## src/rtl/assert_macros.svh

```systemverilog
// Assertion macros shared by the RTL of the status LED pattern sequencer.
// Needs a clock named clk and an active-low reset named rst_n in the including module.
`ifndef ASSERT_MACROS_SVH
`define ASSERT_MACROS_SVH

// Concurrent check, sampled on the rising edge and switched off during reset.
`define SLPS_ASSERT(label, prop, msg) \
  label: assert property (@(posedge clk) disable iff (!rst_n) (prop)) else $error(msg);

// Concurrent check that also holds while reset is asserted.
`define SLPS_ASSERT_ALWAYS(label, prop, msg) \
  label: assert property (@(posedge clk) (prop)) else $error(msg);

`endif

```

## src/rtl/slps_pkg.sv

```systemverilog
// Package for the status LED pattern sequencer: opcodes, mode codes, pattern constants
// and the pattern helper functions. Depends on nothing.
package slps_pkg;

  localparam int PHASE_W = 11;
  localparam int DUR_W   = 16;
  localparam int HALF_W  = 9;
  localparam int FREQ_W  = 8;
  localparam int DIV_W   = 5;

  localparam logic [1:0] OP_TICK     = 2'd0;
  localparam logic [1:0] OP_SET_MODE = 2'd1;
  localparam logic [1:0] OP_IDENTIFY = 2'd2;

  localparam logic [1:0] MODE_UNCONF   = 2'd0;
  localparam logic [1:0] MODE_RUNNING  = 2'd1;
  localparam logic [1:0] MODE_IDENTIFY = 2'd2;

  localparam logic [PHASE_W-1:0] UNCONF_PERIOD = 11'd2000;
  localparam logic [PHASE_W-1:0] RUN_PERIOD    = 11'd1500;
  localparam logic [PHASE_W-1:0] UNCONF_ON_END = 11'd50;
  localparam logic [PHASE_W-1:0] RUN_PULSE1_END   = 11'd100;
  localparam logic [PHASE_W-1:0] RUN_PULSE2_START = 11'd200;
  localparam logic [PHASE_W-1:0] RUN_PULSE2_END   = 11'd300;
  localparam logic [PHASE_W-1:0] RUN_PULSE3_START = 11'd400;
  localparam logic [PHASE_W-1:0] RUN_PULSE3_END   = 11'd500;

  localparam logic [DUR_W-1:0]  DEFAULT_LENGTH = 16'd5000;
  localparam logic [DIV_W-1:0]  FREQ_MAX       = 5'd20;
  localparam logic [HALF_W-1:0] HALF_MIN       = 9'd25;
  localparam logic [HALF_W-1:0] HALF_RESET     = 9'd250;
  localparam logic [HALF_W-1:0] HALF_DIVIDEND  = 9'd500;

  // Period of the pattern shown in the given mode, in milliseconds.
  function automatic logic [PHASE_W-1:0] pattern_period(input logic [1:0] mode,
                                                        input logic [HALF_W-1:0] half);
    logic [PHASE_W-1:0] p;
    p = UNCONF_PERIOD;
    if (mode == MODE_IDENTIFY) begin
      p = {1'b0, half, 1'b0};
    end else if (mode == MODE_RUNNING) begin
      p = RUN_PERIOD;
    end
    return p;
  endfunction

  // LED level at the given phase of the given mode's pattern.
  function automatic logic pattern_level(input logic [1:0] mode,
                                         input logic [PHASE_W-1:0] phase,
                                         input logic [HALF_W-1:0] half);
    logic lvl;
    lvl = (phase < UNCONF_ON_END);
    if (mode == MODE_IDENTIFY) begin
      lvl = (phase < {2'b00, half});
    end else if (mode == MODE_RUNNING) begin
      lvl = (phase < RUN_PULSE1_END) ||
            ((phase >= RUN_PULSE2_START) && (phase < RUN_PULSE2_END)) ||
            ((phase >= RUN_PULSE3_START) && (phase < RUN_PULSE3_END));
    end
    return lvl;
  endfunction

endpackage

```

## src/rtl/status_led_pattern_sequencer_top.sv

```systemverilog
// Top level of the status LED pattern sequencer: mode state, tick handling and the
// bit-serial divider for the identify half period. Depends on slps_pkg and
// assert_macros.svh.

// The sequencer takes one beat per millisecond tick (opcode 0) and returns one result
// beat for it carrying the LED level and whether identify is showing; the set-mode
// (opcode 1) and start-identify (opcode 2) commands return nothing, and opcode 3 is
// accepted and ignored. A tick or a set-mode command is done in the cycle that accepts
// it. A start-identify command is accepted and then keeps the block busy while a
// restoring divider, one quotient bit per cycle, works out the half period as 500
// divided by the clamped frequency; in_stall is high while the divider runs. Results
// sit in an output register, so commands keep flowing while a result waits; only a
// tick is held off while the previous result has not been taken. The half period is
// never below 25 ms, and a zero duration selects 5000 ms. Reset is synchronous and
// restores the unconfigured pattern at phase 0.
module status_led_pattern_sequencer_top (
  input  logic                         clk,
  input  logic                         rst_n,
  input  logic                         in_valid,
  output logic                         in_stall,
  input  logic [1:0]                   in_opcode,
  input  logic                         in_mode_value,
  input  logic [slps_pkg::FREQ_W-1:0]  in_frequency_hz,
  input  logic [slps_pkg::DUR_W-1:0]   in_duration_ms,
  output logic                         out_valid,
  input  logic                         out_stall,
  output logic                         out_led_on,
  output logic                         out_identify_active
);

  `include "assert_macros.svh"

  // Sequencer states: waiting for a beat, or running the divider.
  localparam logic ST_IDLE = 1'b0;
  localparam logic ST_DIV  = 1'b1;

  localparam logic [3:0] DIV_LAST_BIT = 4'd8;

  logic                          state_r, state_nxt;
  logic [1:0]                    mode_r, mode_nxt;
  logic                          resume_r, resume_nxt;
  logic [slps_pkg::PHASE_W-1:0]  phase_r, phase_nxt;
  logic [slps_pkg::DUR_W-1:0]    elapsed_r, elapsed_nxt;
  logic [slps_pkg::DUR_W-1:0]    length_r, length_nxt;
  logic [slps_pkg::HALF_W-1:0]   half_r, half_nxt;

  // Divider working registers.
  logic [slps_pkg::DIV_W-1:0]    divisor_r, divisor_nxt;
  logic [slps_pkg::DIV_W-1:0]    rem_r, rem_nxt;
  logic [slps_pkg::HALF_W-1:0]   quot_r, quot_nxt;
  logic [3:0]                    bit_r, bit_nxt;

  logic                          out_valid_r, out_valid_nxt;
  logic                          out_led_r, out_led_nxt;
  logic                          out_ident_r, out_ident_nxt;

  logic                          in_accept;
  logic                          out_free;

  // Tick datapath.
  logic [slps_pkg::PHASE_W-1:0]  period;
  logic [slps_pkg::PHASE_W-1:0]  phase_inc;
  logic [slps_pkg::PHASE_W-1:0]  phase_adv;
  logic [slps_pkg::DUR_W-1:0]    elapsed_inc;
  logic                          in_identify;
  logic                          expire;
  logic [1:0]                    tick_mode;
  logic [slps_pkg::PHASE_W-1:0]  tick_phase;
  logic [slps_pkg::DUR_W-1:0]    tick_elapsed;

  // Divider step.
  logic [slps_pkg::DIV_W:0]      trial;
  logic                          trial_ge;
  logic [slps_pkg::HALF_W-1:0]   quot_step;
  logic [slps_pkg::DIV_W-1:0]    freq_clamped;

  assign out_free  = !out_valid_r || !out_stall;
  // A tick needs room in the output register; commands do not.
  assign in_stall  = (state_r == ST_DIV) || ((in_opcode == slps_pkg::OP_TICK) && !out_free);
  assign in_accept = in_valid && !in_stall;

  assign out_valid           = out_valid_r;
  assign out_led_on          = out_led_r;
  assign out_identify_active = out_ident_r;

  always_comb begin
    in_identify = (mode_r == slps_pkg::MODE_IDENTIFY);
    period      = slps_pkg::pattern_period(mode_r, half_r);
    phase_inc   = phase_r + 11'd1;
    phase_adv   = (phase_inc >= period) ? '0 : phase_inc;
    elapsed_inc = (elapsed_r != {slps_pkg::DUR_W{1'b1}}) ? elapsed_r + 16'd1 : elapsed_r;
    expire      = in_identify && (elapsed_inc >= length_r);
    tick_mode   = expire ? {1'b0, resume_r} : mode_r;
    tick_phase  = expire ? '0 : phase_adv;
    if (expire) begin
      tick_elapsed = '0;
    end else if (in_identify) begin
      tick_elapsed = elapsed_inc;
    end else begin
      tick_elapsed = elapsed_r;
    end
  end

  always_comb begin
    trial     = {rem_r, slps_pkg::HALF_DIVIDEND[bit_r]};
    trial_ge  = (trial >= {1'b0, divisor_r});
    quot_step = {quot_r[slps_pkg::HALF_W-2:0], trial_ge};
    if (in_frequency_hz == '0) begin
      freq_clamped = 5'd1;
    end else if (in_frequency_hz > {3'b000, slps_pkg::FREQ_MAX}) begin
      freq_clamped = slps_pkg::FREQ_MAX;
    end else begin
      freq_clamped = in_frequency_hz[slps_pkg::DIV_W-1:0];
    end
  end

  always_comb begin
    state_nxt     = state_r;
    mode_nxt      = mode_r;
    resume_nxt    = resume_r;
    phase_nxt     = phase_r;
    elapsed_nxt   = elapsed_r;
    length_nxt    = length_r;
    half_nxt      = half_r;
    divisor_nxt   = divisor_r;
    rem_nxt       = rem_r;
    quot_nxt      = quot_r;
    bit_nxt       = bit_r;
    out_valid_nxt = out_valid_r && out_stall;
    out_led_nxt   = out_led_r;
    out_ident_nxt = out_ident_r;

    unique case (state_r)
      ST_IDLE: begin
        if (in_accept) begin
          unique case (in_opcode)
            slps_pkg::OP_TICK: begin
              mode_nxt      = tick_mode;
              phase_nxt     = tick_phase;
              elapsed_nxt   = tick_elapsed;
              out_valid_nxt = 1'b1;
              out_led_nxt   = slps_pkg::pattern_level(tick_mode, tick_phase, half_r);
              out_ident_nxt = (tick_mode == slps_pkg::MODE_IDENTIFY);
            end
            slps_pkg::OP_SET_MODE: begin
              resume_nxt = in_mode_value;
              if (!in_identify && (mode_r != {1'b0, in_mode_value})) begin
                mode_nxt  = {1'b0, in_mode_value};
                phase_nxt = '0;
              end
            end
            slps_pkg::OP_IDENTIFY: begin
              if (!in_identify) begin
                resume_nxt = mode_r[0];
              end
              mode_nxt    = slps_pkg::MODE_IDENTIFY;
              phase_nxt   = '0;
              elapsed_nxt = '0;
              length_nxt  = (in_duration_ms == '0) ? slps_pkg::DEFAULT_LENGTH : in_duration_ms;
              divisor_nxt = freq_clamped;
              rem_nxt     = '0;
              quot_nxt    = '0;
              bit_nxt     = DIV_LAST_BIT;
              state_nxt   = ST_DIV;
            end
            default: begin
            end
          endcase
        end
      end
      ST_DIV: begin
        rem_nxt  = trial_ge ? trial[slps_pkg::DIV_W-1:0] - divisor_r
                            : trial[slps_pkg::DIV_W-1:0];
        quot_nxt = quot_step;
        if (bit_r == '0) begin
          half_nxt  = (quot_step < slps_pkg::HALF_MIN) ? slps_pkg::HALF_MIN : quot_step;
          state_nxt = ST_IDLE;
        end else begin
          bit_nxt = bit_r - 4'd1;
        end
      end
      default: begin
        state_nxt = ST_IDLE;
      end
    endcase
  end

  always_ff @(posedge clk) begin
    if (!rst_n) begin
      state_r     <= ST_IDLE;
      mode_r      <= slps_pkg::MODE_UNCONF;
      resume_r    <= 1'b0;
      phase_r     <= '0;
      elapsed_r   <= '0;
      length_r    <= slps_pkg::DEFAULT_LENGTH;
      half_r      <= slps_pkg::HALF_RESET;
      bit_r       <= '0;
      out_valid_r <= 1'b0;
    end else begin
      state_r     <= state_nxt;
      mode_r      <= mode_nxt;
      resume_r    <= resume_nxt;
      phase_r     <= phase_nxt;
      elapsed_r   <= elapsed_nxt;
      length_r    <= length_nxt;
      half_r      <= half_nxt;
      bit_r       <= bit_nxt;
      out_valid_r <= out_valid_nxt;
    end
  end

  always_ff @(posedge clk) begin
    divisor_r   <= divisor_nxt;
    rem_r       <= rem_nxt;
    quot_r      <= quot_nxt;
    out_led_r   <= out_led_nxt;
    out_ident_r <= out_ident_nxt;
  end

  // The divider must not be disturbed by another beat.
  `SLPS_ASSERT(a_div_holds_input, (state_r == ST_DIV) |-> in_stall, "beat taken while dividing")
  // The half period always lies between its floor and 500 ms.
  `SLPS_ASSERT(a_half_range, (half_r >= slps_pkg::HALF_MIN) && (half_r <= slps_pkg::HALF_DIVIDEND), "half period out of range")
  // Outside the division the phase lies inside the current pattern period.
  `SLPS_ASSERT(a_phase_in_period, (state_r == ST_IDLE) |-> (phase_r < period), "phase beyond period")
  // A result that is held back keeps its value.
  `SLPS_ASSERT(a_result_held, (out_valid_r && out_stall) |=> (out_valid_r && $stable(out_led_r) && $stable(out_ident_r)), "held result changed")

endmodule

```

## config.mk

```make
export PLATFORM = sky130hd
export DESIGN_NAME = status_led_pattern_sequencer_top
export DESIGN_NICKNAME = d
export VERILOG_FILES = /design/src/rtl/slps_pkg.sv /design/src/rtl/status_led_pattern_sequencer_top.sv
export VERILOG_INCLUDE_DIRS = /design/src /design/src/rtl
export SDC_FILE = /design/constraint.sdc
export NUM_CORES = 1
export LEC_CHECK = 0
export ABC_CLOCK_PERIOD_IN_PS = 9800
export BUFFER_PORTS_ARGS = -buffer_cell sky130_fd_sc_hd__buf_4
export CAP_MARGIN = 5
export CORE_MARGIN = 2
export CORE_UTILIZATION = 45
export CTS_CLUSTER_SIZE = 12
export DETAILED_ROUTE_END_ITERATION = 7
export GPL_TIMING_DRIVEN = 1
export SLEW_MARGIN = 20
export SYNTH_ARGS = -nofsm -noshare
export SYNTH_HDL_FRONTEND = slang
export SYNTH_SLANG_ARGS = --single-unit
```

## constraint.sdc

```tcl
create_clock -name clk -period 9.8 [get_ports clk]
set_clock_uncertainty 0.15 [all_clocks]
set_input_delay 1.96 -clock clk [delete_from_list [all_inputs] [get_ports clk]]
set_output_delay 1.96 -clock clk [all_outputs]
set_load 0.02 [all_outputs]
```

* After elaboration in Yosys (flattened, before gate mapping)
Memories as Yosys holds them, arrays and structs flattened. A register that Yosys moved wholly into a read port is not among the register bits. Index checks and enable logic that the tools add are counted. W data, S select, Z words.
Storage, ports and cells: input bits 31, memories kept 1, word-level logic and storage cells 121, memory bits (read-only) 16, output and inout port bits 4, flip-flop bits (word level) 81
Memory list:
- (no name shown) | depth 16, width 1, read ports 1, clocked after Yosys merged registers in 1, wr ports 0, RTL line status_led_pattern_sequencer_top.sv:105 | trial = {rem_r, slps_pkg::HALF_DIVIDEND[bit_r]};
Operators by class: reductions and logical operators 32, magnitude comparators 13, bitwise logic cells 1, $add $sub $neg 4, multiplexer cells 41, equal/unequal tests 14
Operator list (count):
- $mux W16 | 4
- $mux W11 | 4
- $pmux W11 S3 | 1
- $pmux W16 S2 | 1
- $lt A11 B9 Y1 const B | 2
- $mux W4 | 5
- $mux W5 | 4
- $add A16 B1 Y16 const B | 1
- $ge A16 B16 Y1 | 1
- $logic_not A16 Y1 | 1
- $mux W8 | 2
- $ne A16 B16 Y1 const B | 1
- $pmux W8 S2 | 1
- $reduce_and A4 Y1 | 3
- $add A11 B1 Y11 const B | 1
- $ge A11 B11 Y1 | 1
- $ge A11 B8 Y1 const B | 1
- $ge A11 B9 Y1 const B | 1
- $lt A11 B6 Y1 const B | 1
- $lt A11 B7 Y1 const B | 1
- $lt A11 B9 Y1 | 1
- $mux W1 | 10
- $mux W10 | 1
- $pmux W5 S2 | 1
- 29 further kinds | 55

* Depth between registers and ports, before layout
Gate-level depths: netlist of the first run.
depth after elaboration 12, gate-level depth with buffers 23, gate-level depth less buffers 21

* Worst setup path after synthesis of the first run
No wires, ideal clock.
path type input to output, from in in_opcode[0], to out in_stall, cell stages on the path 4, arrival 2600 ps, buffers on the path 0, path slack 5090 ps, required time 7690 ps, cell sequence inv_1 ha_1 a31oi_1 inv_1
Between the ends: longest elaborated chain between the ends 3
Ends and longest elaborated chain:
- start: declaration | RTL line status_led_pattern_sequencer_top.sv:21 | input logic [1:0] in_opcode,
- $logic_not A2 Y1 | RTL line status_led_pattern_sequencer_top.sv:79 | assign in_stall = (state_r == ST_DIV) || ((in_opcode == slps_pkg::OP_TICK) && !out_free);
- $logic_and A1 B1 Y1 | RTL line status_led_pattern_sequencer_top.sv:79
- $logic_or A1 B1 Y1 | RTL line status_led_pattern_sequencer_top.sv:79
- end: declaration | RTL line status_led_pattern_sequencer_top.sv:20 | output logic in_stall,
Every way passes these cells.

* Worst setup path after layout of the first run
from reg elapsed_r[4] (netlist name), to reg out_led_r (netlist: out_led_on) (data pin)
Between the ends: longest elaborated chain between the ends 11, elaborated cells between the ends (all ways) 22, classes of those cells add/sub: 1; order compare: 8; eq/ne: 3; mux: 5; reduce/logical: 5
Ends and longest elaborated chain:
- start: declaration | RTL line status_led_pattern_sequencer_top.sv:43 | logic [slps_pkg::DUR_W-1:0] elapsed_r, elapsed_nxt;
- start signal: assignment | RTL line status_led_pattern_sequencer_top.sv:204 | elapsed_r <= elapsed_nxt;
- $add A16 B1 Y16 / $ne A16 B16 Y1 (equally long branches) | RTL line status_led_pattern_sequencer_top.sv:91 | elapsed_inc = (elapsed_r != {slps_pkg::DUR_W{1'b1}}) ? elapsed_r + 16'd1 : elapsed_r;
- $mux W16 * | RTL line status_led_pattern_sequencer_top.sv:91
- $ge A16 B16 Y1 * | RTL line status_led_pattern_sequencer_top.sv:92 | expire = in_identify && (elapsed_inc >= length_r);
- $logic_and A1 B1 Y1 * | RTL line status_led_pattern_sequencer_top.sv:92
- $mux W11 | RTL line status_led_pattern_sequencer_top.sv:94 | tick_phase = expire ? '0 : phase_adv;
- $ge A11 B8 Y1 / $lt A11 B9 Y1 (equally long branches) | RTL line slps_pkg.sv:57 | ((phase >= RUN_PULSE2_START) && (phase < RUN_PULSE2_END)) ||
- $logic_and A1 B1 Y1 | RTL line slps_pkg.sv:57
- $logic_or A1 B1 Y1 | RTL line slps_pkg.sv:56 | lvl = (phase < RUN_PULSE1_END) ||
- $logic_or A1 B1 Y1 | RTL line slps_pkg.sv:57
- $mux W1 | RTL line slps_pkg.sv:55 | end else if (mode == MODE_RUNNING) begin
- $mux W1 * | RTL line slps_pkg.sv:53 | if (mode == MODE_IDENTIFY) begin
- end signal: assignment | RTL line status_led_pattern_sequencer_top.sv:216 | out_led_r <= out_led_nxt;
- end: declaration | RTL line status_led_pattern_sequencer_top.sv:54 | logic out_led_r, out_led_nxt;
Mark *: on every way between the ends. The rest lies on a longest branch, timed or not. A chain may end at the register's enable or synchronous reset.

==> results of run 1 <==
==> synthesized netlist by cell type (3+ instances only) <==
library cell and count:
dfxtp_1 62, nor2_1 58, nand2_1 53, inv_1 47
ha_1 45, a21oi_1 44, o21ai_0 25, edfxtp_1 20
and2_1 18, xnor2_1 18, nand3_1 16, nor3_1 16
a22oi_1 13, buf_2 12, a21o_1 11, a22o_1 10
clkbuf_1 10, nor2b_1 10, nor4_1 10, nand2b_1 9
a311oi_1 8, a31oi_1 8, nand4_1 8, xor2_1 8
and3_1 7, a211oi_1 6, o211ai_1 6, or2_2 6
mux2_2 4, a311o_1 3, buf_4 3, mux2i_1 3
o31a_1 3
==> state kept, by name (all words and copies together), names as in the netlist <==
name	count
resume_r	1
out_valid	1
out_identify_active	1
elapsed_r	16
quot_r	8
out_led_on	1
state_r	1
rem_r	5
divisor_r	5
mode_r	2
bit_r	4
phase_r	11
trial	1
length_r	16
half_r	9
==> final timing paths <==
kind / cells past startpoint / start / slack [ns] / end
max reg2reg: 17 / elapsed_r[4]$_SDFFE_PN0P_ / 4.72 / out_led_on$_DFFE_PP_
min reg2reg: 2 / length_r[10]$_SDFFE_PN0P_ / 0.31 / length_r[10]$_SDFFE_PN0P_
max: 17 / elapsed_r[4]$_SDFFE_PN0P_ / 4.72 / out_led_on$_DFFE_PP_
min: 2 / length_r[10]$_SDFFE_PN0P_ / 0.31 / length_r[10]$_SDFFE_PN0P_
==> layout make-up <==
cell class	instances	area (sq um)	share of cell area (%)
clock buffers	12	246.5	4.161
clock inverters	4	51.30	0.8659
inverters	48	180.2	3.041
multi-input cells	466	3156	53.26
flip-flops and latches	82	1842	31.09
well taps	143	178.9	3.020
repair buffers	36	270.3	4.562
==> metrics by stage <==
step / power (W) / worst slack (ns) / instances
detailed placement: 0.0004413 / 4.774 / 774
CTS: 0.0007849 / 4.750 / 790
global placement: 0.0004391 / 4.878 / 774
finish: 0.0007749 / 4.724 / 791
floorplan: 0.0004142 / 5.090 / 624
global route: 0.0008073 / 4.367 / 791
==> per-layer routing <==
metal	wire length [um]	share of wire (%)	vias up	track usage, %
met5	0	0	-	0
met4	152	1.2	0	6.504
met3	455	3.5	12	5.249
met2	6285	49	83	36.41
met1	5989	46	2184	26.65
li1	-	-	2287	-
==> cell families (layout without fill, tap and decap cells) <==
logic type               count (synthesis)  in the layout  share of synthesized area, %
AND/OR/NAND/NOR                        229            229                         22.09
AO/OA/AOI/OAI                          157            157                         20.26
multiplexers                             8              8                         1.692
XOR/XNOR                                26             26                         4.277
buffers and inverters                   76            100                         6.134
adder cells (fa/ha/maj)                 46             46                         10.95
flip-flops                              82             82                         34.59
==> critical path: cells and delay by family (launching register included) <==
family / cells / cell delay, ns
adders and majority gates: 2 / 0.66
and+or+nand+nor: 11 / 2.52
AOI/OAI and AO/OA: 3 / 0.69
DFF: 1 / 0.46
muxes: 1 / 0.33
==> power breakdown <==
group          leakage [nW]  switching, W  total (W)  internal [W]
Sequential            0.688    0.00000787   0.000363      0.000355
Combinational          1.74     0.0000424  0.0000717     0.0000293
Clock                 0.143      0.000135   0.000340      0.000204
Total                  2.57      0.000186   0.000775      0.000589
==> metrics, run 1 <==
outcome=completed; WL/cell=16.29 um; cts hold-fix bufs=0; Worst-Skew Late Latency=0.35 ns; Tot GR Track Use=21.31%; Sink Count=82; CTS max path bufs=2; largest net degree at the start of global routing=40; Slew Viols, Final=0; CORE AREA=11470 sq um; worst-path cell chain=and4_4 -> nand4_1 -> nor3_1 -> nand3_1 -> mux2_4 -> ha_1 -> nand4_1 -> or3_4 -> o21ai_4 -> or2_1 -> nor2_1 -> ha_1 -> nand4_1 -> or2_2 -> o31a_1 -> nor3_1 -> o22ai_1; FMAX=0.1970 GHz; RSZ-0062 raised after global routing=false; post-CTS setup buffers=0; Final Hold Fails=0; leading cell type in the layout, fill and taps excluded=dfxtp_1; Num CTS Buffers=9; Hold WC Path Type=reg -> reg; CTS tree=done; Ports=35; final core occ=51.66%; critical path type=reg -> reg; grt total ovfl=0; final net count=720; vias=4566; Max Cap Viol=0; total length of routed wires=12.88 mm; post-route antenna net violation count=0; fillers=1125; first-pass GRT wire length=21.76 mm; sequential area share after synthesis=34.59%; syn avg cell area=8.532 sq um; Yosys top cell by area=dfxtp_1; CP max FO=13; number of DRC markers in iteration 0=261; vias per inst=5.772; Yosys cell types=72; Lkg Pwr=2.568 nW; Tcrit/Tclk final=51.80%; post-synth net total=701; setup TNS=0 ns; post-route design area=5924 sq um; die area=12720 sq um; clk slew on worst S/H paths=0.06 ns; Die X=112.8 um; Root Driver=clkbuf_16; H-tree levels=3; vias in the first global route=4604; Area Growth Syn to Fin=11.28%; number of synthesized flops with an enable pin=20; Yosys warning count=0; die height=112.8 um; CP max stage delay=0.46 ns; Synth top area share=23.31%; Critical Path AT=5.01 ns; Post-Syn Area=5324 sq um; synthesized flop and latch total=82; top cells by area, synth=dfxtp_1 23%, edfxtp_1 11%, ha_1 11%; Worst Max-Slew Pin Slew=1.082 ns; CP Launch Type=flop; Hold WS=0.3059 ns; synthesized instance count=624; Placement Rows=39; # setup viols final=0; Rel. slew slack=27.24%; layout cells sized above 1=11.42%; Initial Util=46.43%; worst vdd rail ir drop=0.1238 mV; Final Wtd Congestion=0.8466; initial antenna violation count=0; slowest library cell on the worst path=dfxtp_1; commonest non-fill, non-tap cells in the layout=62 x dfxtp_1, 58 x nor2_1, 53 x nand2_1; hpwl dp=9.699 mm; pwr dens=130.8 nW/um^2; # DRC=0; port bufs=34; Worst EP required=9.74 ns; CP Capture Type=flop; n_diodes=0; fraction of registers with async set/reset=0%; First-pass DRT Iterations=5; minimum clock period=5.076 ns; Placed Area=5619 sq um; top_reg_cell synth=dfxtp_1; post-CTS sizing=0; crit-path most repeated cell=nand4_1
(Power assumes the default switching activity.)
==> inputs of run 2 (changes only) <==
--- a/config.mk
+++ b/config.mk
@@ -6,7 +6,7 @@
 export SDC_FILE = /design/constraint.sdc
 export NUM_CORES = 1
 export LEC_CHECK = 0
-export ABC_CLOCK_PERIOD_IN_PS = 9800
+export ABC_CLOCK_PERIOD_IN_PS = 5300
 export BUFFER_PORTS_ARGS = -buffer_cell sky130_fd_sc_hd__buf_4
 export CAP_MARGIN = 5
 export CORE_MARGIN = 2
==> constraint.sdc (replaced) <==
create_clock -name clk -period 5.3 [get_ports clk]
set_clock_uncertainty 0.15 [all_clocks]
set_input_delay 1.06 -clock clk [delete_from_list [all_inputs] [get_ports clk]]
set_output_delay 1.06 -clock clk [all_outputs]
set_load 0.02 [all_outputs]
==> run 2 against run 1 <==
Flip-flop and latch count is the same. Utilization grew 0.39 points. Die area did not move. Fmax up 3.7%. Hold slack improved by 0.0041 ns. Setup slack got worse by 4.3 ns. Largest cell class unchanged.
==> metrics, run 2 (synthesis gave the netlist of run 1 again) <==
commonest non-fill, non-tap cells in the layout=62 x dfxtp_1, 58 x nor2_1, 53 x nand2_1; minimum clock period=4.893 ns; critical path capture point=out_led_on$_DFFE_PP_; Ports=35; Worst-Skew Late Latency=0.35 ns; RR Endpoint=out_led_on$_DFFE_PP_; R2R setup slack=0.41 ns; worst vdd rail ir drop=0.2657 mV; Num CTS Buffers=9; CORE AREA=11470 sq um; port bufs=34; worst r2r src=elapsed_r[0]$_SDFFE_PN0P_; Initial Util=46.43%; CTS max path bufs=2; Tcrit/Tclk final=92.33%; cts hold-fix bufs=0; post-CTS sizing=0; Sink Count=82; vias in the first global route=4490; CP Launch Type=flop; FMAX=0.2044 GHz; # DRC=0; Root Driver=clkbuf_16; Worst EP required=5.34 ns; setup TNS=0 ns; Rel. slew slack=30.08%; n_diodes=0; hpwl dp=9.647 mm; layout cells sized above 1=11.83%; total length of routed wires=12.56 mm; final net count=723; Placement Rows=39; Tot GR Track Use=20.99%; die area=12720 sq um; Regs by FF count=elapsed_r x16, length_r x16, phase_r x11; pre-CTS WS=0.5002 ns; H-tree levels=3; Slew Viols, Final=0; WL/cell=15.82 um; CP max FO=10; Worst Max-Slew Pin Slew=1.044 ns; post-route antenna net violation count=0; grt total ovfl=0; CP Capture Type=flop; Hold WC Path Type=reg -> reg; Critical Path AT=4.93 ns; largest net degree at the start of global routing=40; Worst Setup SP=elapsed_r[0]$_SDFFE_PN0P_; # setup viols final=0; Overall Power=0.001475 W; final worst slack=0.4066 ns; initial antenna violation count=0; outcome=completed; Lkg Pwr=2.599 nW; vias=4552; leading cell type in the layout, fill and taps excluded=dfxtp_1; Final Wtd Congestion=0.8866; First-pass DRT Iterations=7; pwr dens=247.1 nW/um^2; Max Cap Viol=0; Final Hold Fails=0; first-pass GRT wire length=21.33 mm; CTS tree=done; post-CTS setup buffers=0; final core occ=52.06%; critical path type=reg -> reg; RSZ-0062 raised after global routing=false; vias per inst=5.733; Die X=112.8 um; clk slew on worst S/H paths=0.06 ns; die height=112.8 um; number of DRC markers in iteration 0=261; Area Growth Syn to Fin=12.13%; R2R depth=21
run 2: cell types whose count changed in the layout (fill, tap and decap cells not counted), sizes merged:
cell and change:
clkinvlp -1, bufinv +1, clkbuf -1, buf +3, clkinv +1
run 2: worst min-delay path by stage:
| stage | start | endpoint | slack [ns] | cells after the start |
|---|---|---|---|---|
| CTS | length_r[10]$_SDFFE_PN0P_ | length_r[10]$_SDFFE_PN0P_ | 0.31 | 2 |
| floorplan | length_r[12]$_SDFFE_PN1P_ | length_r[12]$_SDFFE_PN1P_ | 0.29 | 2 |
| detailed placement | length_r[10]$_SDFFE_PN0P_ | length_r[10]$_SDFFE_PN0P_ | 0.30 | 2 |
| finish | length_r[10]$_SDFFE_PN0P_ | length_r[10]$_SDFFE_PN0P_ | 0.31 | 2 |
| global placement | length_r[10]$_SDFFE_PN0P_ | length_r[10]$_SDFFE_PN0P_ | 0.30 | 2 |
| global route | length_r[9]$_SDFFE_PN1P_ | length_r[9]$_SDFFE_PN1P_ | 0.33 | 2 |
run 2: per-stage QoR:
step                      cell area [sq um]  hold slack [ns]  cells
after global routing                   5969           0.3344    794
final                                  5969           0.3100    794
after global placement                 5649           0.2969    778
after floorplan                        5324           0.2857    624
after detailed placement               5649           0.3032    778
after CTS                              5969           0.3091    794
run 2: where the power goes:
group          internal (W)  switching [W]  leakage, nW  total (W)
logic             0.0000545      0.0000772         1.75   0.000132
clock network      0.000424       0.000249        0.157   0.000672
registers          0.000657      0.0000136        0.688   0.000671
total               0.00114       0.000340         2.60    0.00148
run 2: critical path: stages (launching register included):
cell and delay (ns):
dfxtp_1 0.35, ha_1 0.34, nand2_1 0.16, nor4_4 0.08, nor3_1 0.55, nand2_1 0.17
xnor2_1 0.32, ha_1 0.31, a21oi_1 0.15, o21ai_0 0.18, a22oi_4 0.23, o21ai_4 0.08
or2_1 0.33, nor2_1 0.13, ha_1 0.26, a21oi_1 0.14, o21ai_0 0.09, a21o_1 0.18
a21oi_1 0.14, o31a_1 0.16, nor3_1 0.05, o22ai_1 0.16
run 2: layout make-up:
type,instances,area [sq um]
Fill cell,1078,5498
Multi-Input combinational cell,466,3156
Sequential cell,82,1842
Timing Repair Buffer,39,292.8
Clock buffer,11,242.7
Inverter,48,180.2
Tap cell,143,178.9
Clock inverter,5,77.57
run 2: routing by layer:
metal / up-vias / share of wire (%) / wire length, um / global-route usage, %
met5: - / 0 / 0 / 0
met4: 0 / 1.4 / 180 / 7.154
met3: 18 / 3.8 / 483 / 5.249
met2: 86 / 48 / 6088 / 36.21
met1: 2151 / 46 / 5811 / 25.60
li1: 2297 / - / - / -
==> inputs of run 3 (changes only) <==
--- a/config.mk
+++ b/config.mk
@@ -9,11 +9,13 @@
 export ABC_CLOCK_PERIOD_IN_PS = 5300
 export BUFFER_PORTS_ARGS = -buffer_cell sky130_fd_sc_hd__buf_4
 export CAP_MARGIN = 5
+export CORE_ASPECT_RATIO = 0.8
 export CORE_MARGIN = 2
 export CORE_UTILIZATION = 45
 export CTS_CLUSTER_SIZE = 12
 export DETAILED_ROUTE_END_ITERATION = 7
 export GPL_TIMING_DRIVEN = 1
+export RECOVER_POWER = 50
 export SLEW_MARGIN = 20
 export SYNTH_ARGS = -nofsm -noshare
 export SYNTH_HDL_FRONTEND = slang
==> run 3 against run 2 <==
Clock power fell by 11%. Fmax rose by 3.8%. Largest cell class unchanged. Final cell count grew 0.50%. Sequential share of layout area increased by 0.30 points. Largest power group is now registers. Power is 5.2% lower. Critical endpoint unchanged.
==> metrics, run 3 (synthesis gave the netlist of run 1 again) <==
outcome=completed; Worst EP required=5.24 ns; Regs by FF count=elapsed_r x16, length_r x16, phase_r x11; commonest non-fill, non-tap cells in the layout=62 x dfxtp_1, 58 x nor2_1, 53 x nand2_1; post-CTS setup buffers=0; Slew Viols, Final=0; # setup viols final=0; Seq pwr share=47.9%; port bufs=34; minimum clock period=4.715 ns; Rel. slew slack=23.03%; met3 wire length=495 um; number of DRC markers in iteration 0=257; die height=101.3 um; first-pass GRT wire length=21.87 mm; Tcrit/Tclk final=88.96%; fillers=1075; H-tree levels=3; leading cell type in the layout, fill and taps excluded=dfxtp_1; clk slew on worst S/H paths=0.07 ns; Worst-Skew Late Latency=0.34 ns; Final Wtd Congestion=0.8806; final core occ=51.33%; Lkg Pwr=2.540 nW; Root Driver=clkbuf_16; post-route antenna net violation count=0; critical path type=reg -> reg; hpwl dp=9.795 mm; WL/cell=16.21 um; CTS tree=done; total length of routed wires=12.94 mm; largest net degree at the start of global routing=41; Final Hold Fails=0; clock network power share=42.7%; Int Power=0.001040 W; CP Launch Type=flop; initial antenna violation count=0; # DRC=0; net switching component of the power=0.0003580 W; Placed Area=5648 sq um; critical hold path startpoint=length_r[7]$_SDFFE_PN1P_; cts hold-fix bufs=0; First-pass DRT Iterations=6; vias in the first global route=4492; Hold WC Path Type=reg -> reg; Die X=125.6 um; Placement Rows=35; Routed met2 length=5.837 mm; Worst Setup SP=elapsed_r[4]$_SDFFE_PN0P_; Tot GR Track Use=21.52%; Ports=35; CTS max path bufs=2; M1 wire length=6.380 mm; uppermost layer routed=met4; CORE AREA=11520 sq um; final net count=722; RSZ-0062 raised after global routing=false; Initial Util=46.22%; worst vdd rail ir drop=0.1514 mV; worst r2r src=elapsed_r[4]$_SDFFE_PN0P_; FMAX=0.2121 GHz; CP Capture Type=flop; n_diodes=0; setup TNS=0 ns; grt total ovfl=0; Logic pwr share=9.4%; Sink Count=82; vias=4537; Area Growth Syn to Fin=11.05%; Critical Path AT=4.66 ns; die area=12720 sq um; vias per inst=5.685; Switching Share=25.61%; layout cells sized above 1=11.08%; Num CTS Buffers=9; pwr dens=236.4 nW/um^2; Max Cap Viol=0; Worst Max-Slew Pin Slew=1.150 ns; post-CTS sizing=0; post-route design area=5912 sq um; CP max FO=8
run 3: cell types whose count changed in the layout (fill, tap and decap cells not counted), sizes merged:
cell	before	now
buf	39	33
bufinv	2	0
clkbuf	11	15
clkinv	3	2
clkinvlp	0	3
inv	48	49
run 3: critical path: stages, from the launching register on:
cell,delay (ns)
dfxtp_1,0.47
and4_4,0.29
nand4_2,0.16
nor4_4,0.43
nor3_1,0.17
nand2_1,0.14
xnor2_1,0.16
ha_1,0.29
a21oi_1,0.13
o21ai_0,0.11
a41oi_2,0.32
o21ai_4,0.09
or2_1,0.32
nor2_1,0.15
ha_1,0.17
nand4_1,0.10
or2_2,0.27
o31a_1,0.24
nor3_1,0.19
o22ai_1,0.11
run 3: layout make-up:
type	count	area, sq um	share of cell area (%)
Tap cell	148	185.2	3.132
Inverter	48	180.2	3.048
Clock buffer	10	239.0	4.042
Sequential cell	82	1842	31.15
Multi-Input combinational cell	466	3156	53.38
Clock inverter	6	40.04	0.6772
Timing Repair Buffer	38	270.3	4.571
run 3: power groups by stage:
stage                     Combinational (W)  Clock, W  Sequential, W
final                              0.000131  0.000596       0.000670
after CTS                          0.000133  0.000608       0.000670
after floorplan                   0.0000869         0       0.000679
after global routing               0.000149  0.000635       0.000673
after global placement             0.000130         0       0.000683
after detailed placement           0.000132         0       0.000684
run 3: final timing paths:
path,end,slack (ns),cells after the start
setup reg to reg,out_led_on$_DFFE_PP_,0.59,19
hold reg to reg,length_r[7]$_SDFFE_PN1P_,0.31,2
setup / recovery,out_led_on$_DFFE_PP_,0.59,19
hold / removal,length_r[7]$_SDFFE_PN1P_,0.31,2
run 3: per-stage QoR:
stage,hold slack [ns],power [W],cells,setup WS (ns)
after CTS,0.3132,0.001411,798,0.5822
final,0.3132,0.001398,798,0.5851
after global routing,0.3297,0.001457,798,0.03573
after floorplan,0.2857,0.0007659,624,0.9239
after global placement,0.2985,0.0008131,782,0.6674
after detailed placement,0.3036,0.0008159,782,0.5943
run 3: routing by layer:
metal / vias up / global-route usage [%]
met3: 19 / 4.120
met1: 2128 / 28.44
met5: - / 0
met2: 98 / 36.05
met4: 0 / 6.667
li1: 2292 / -
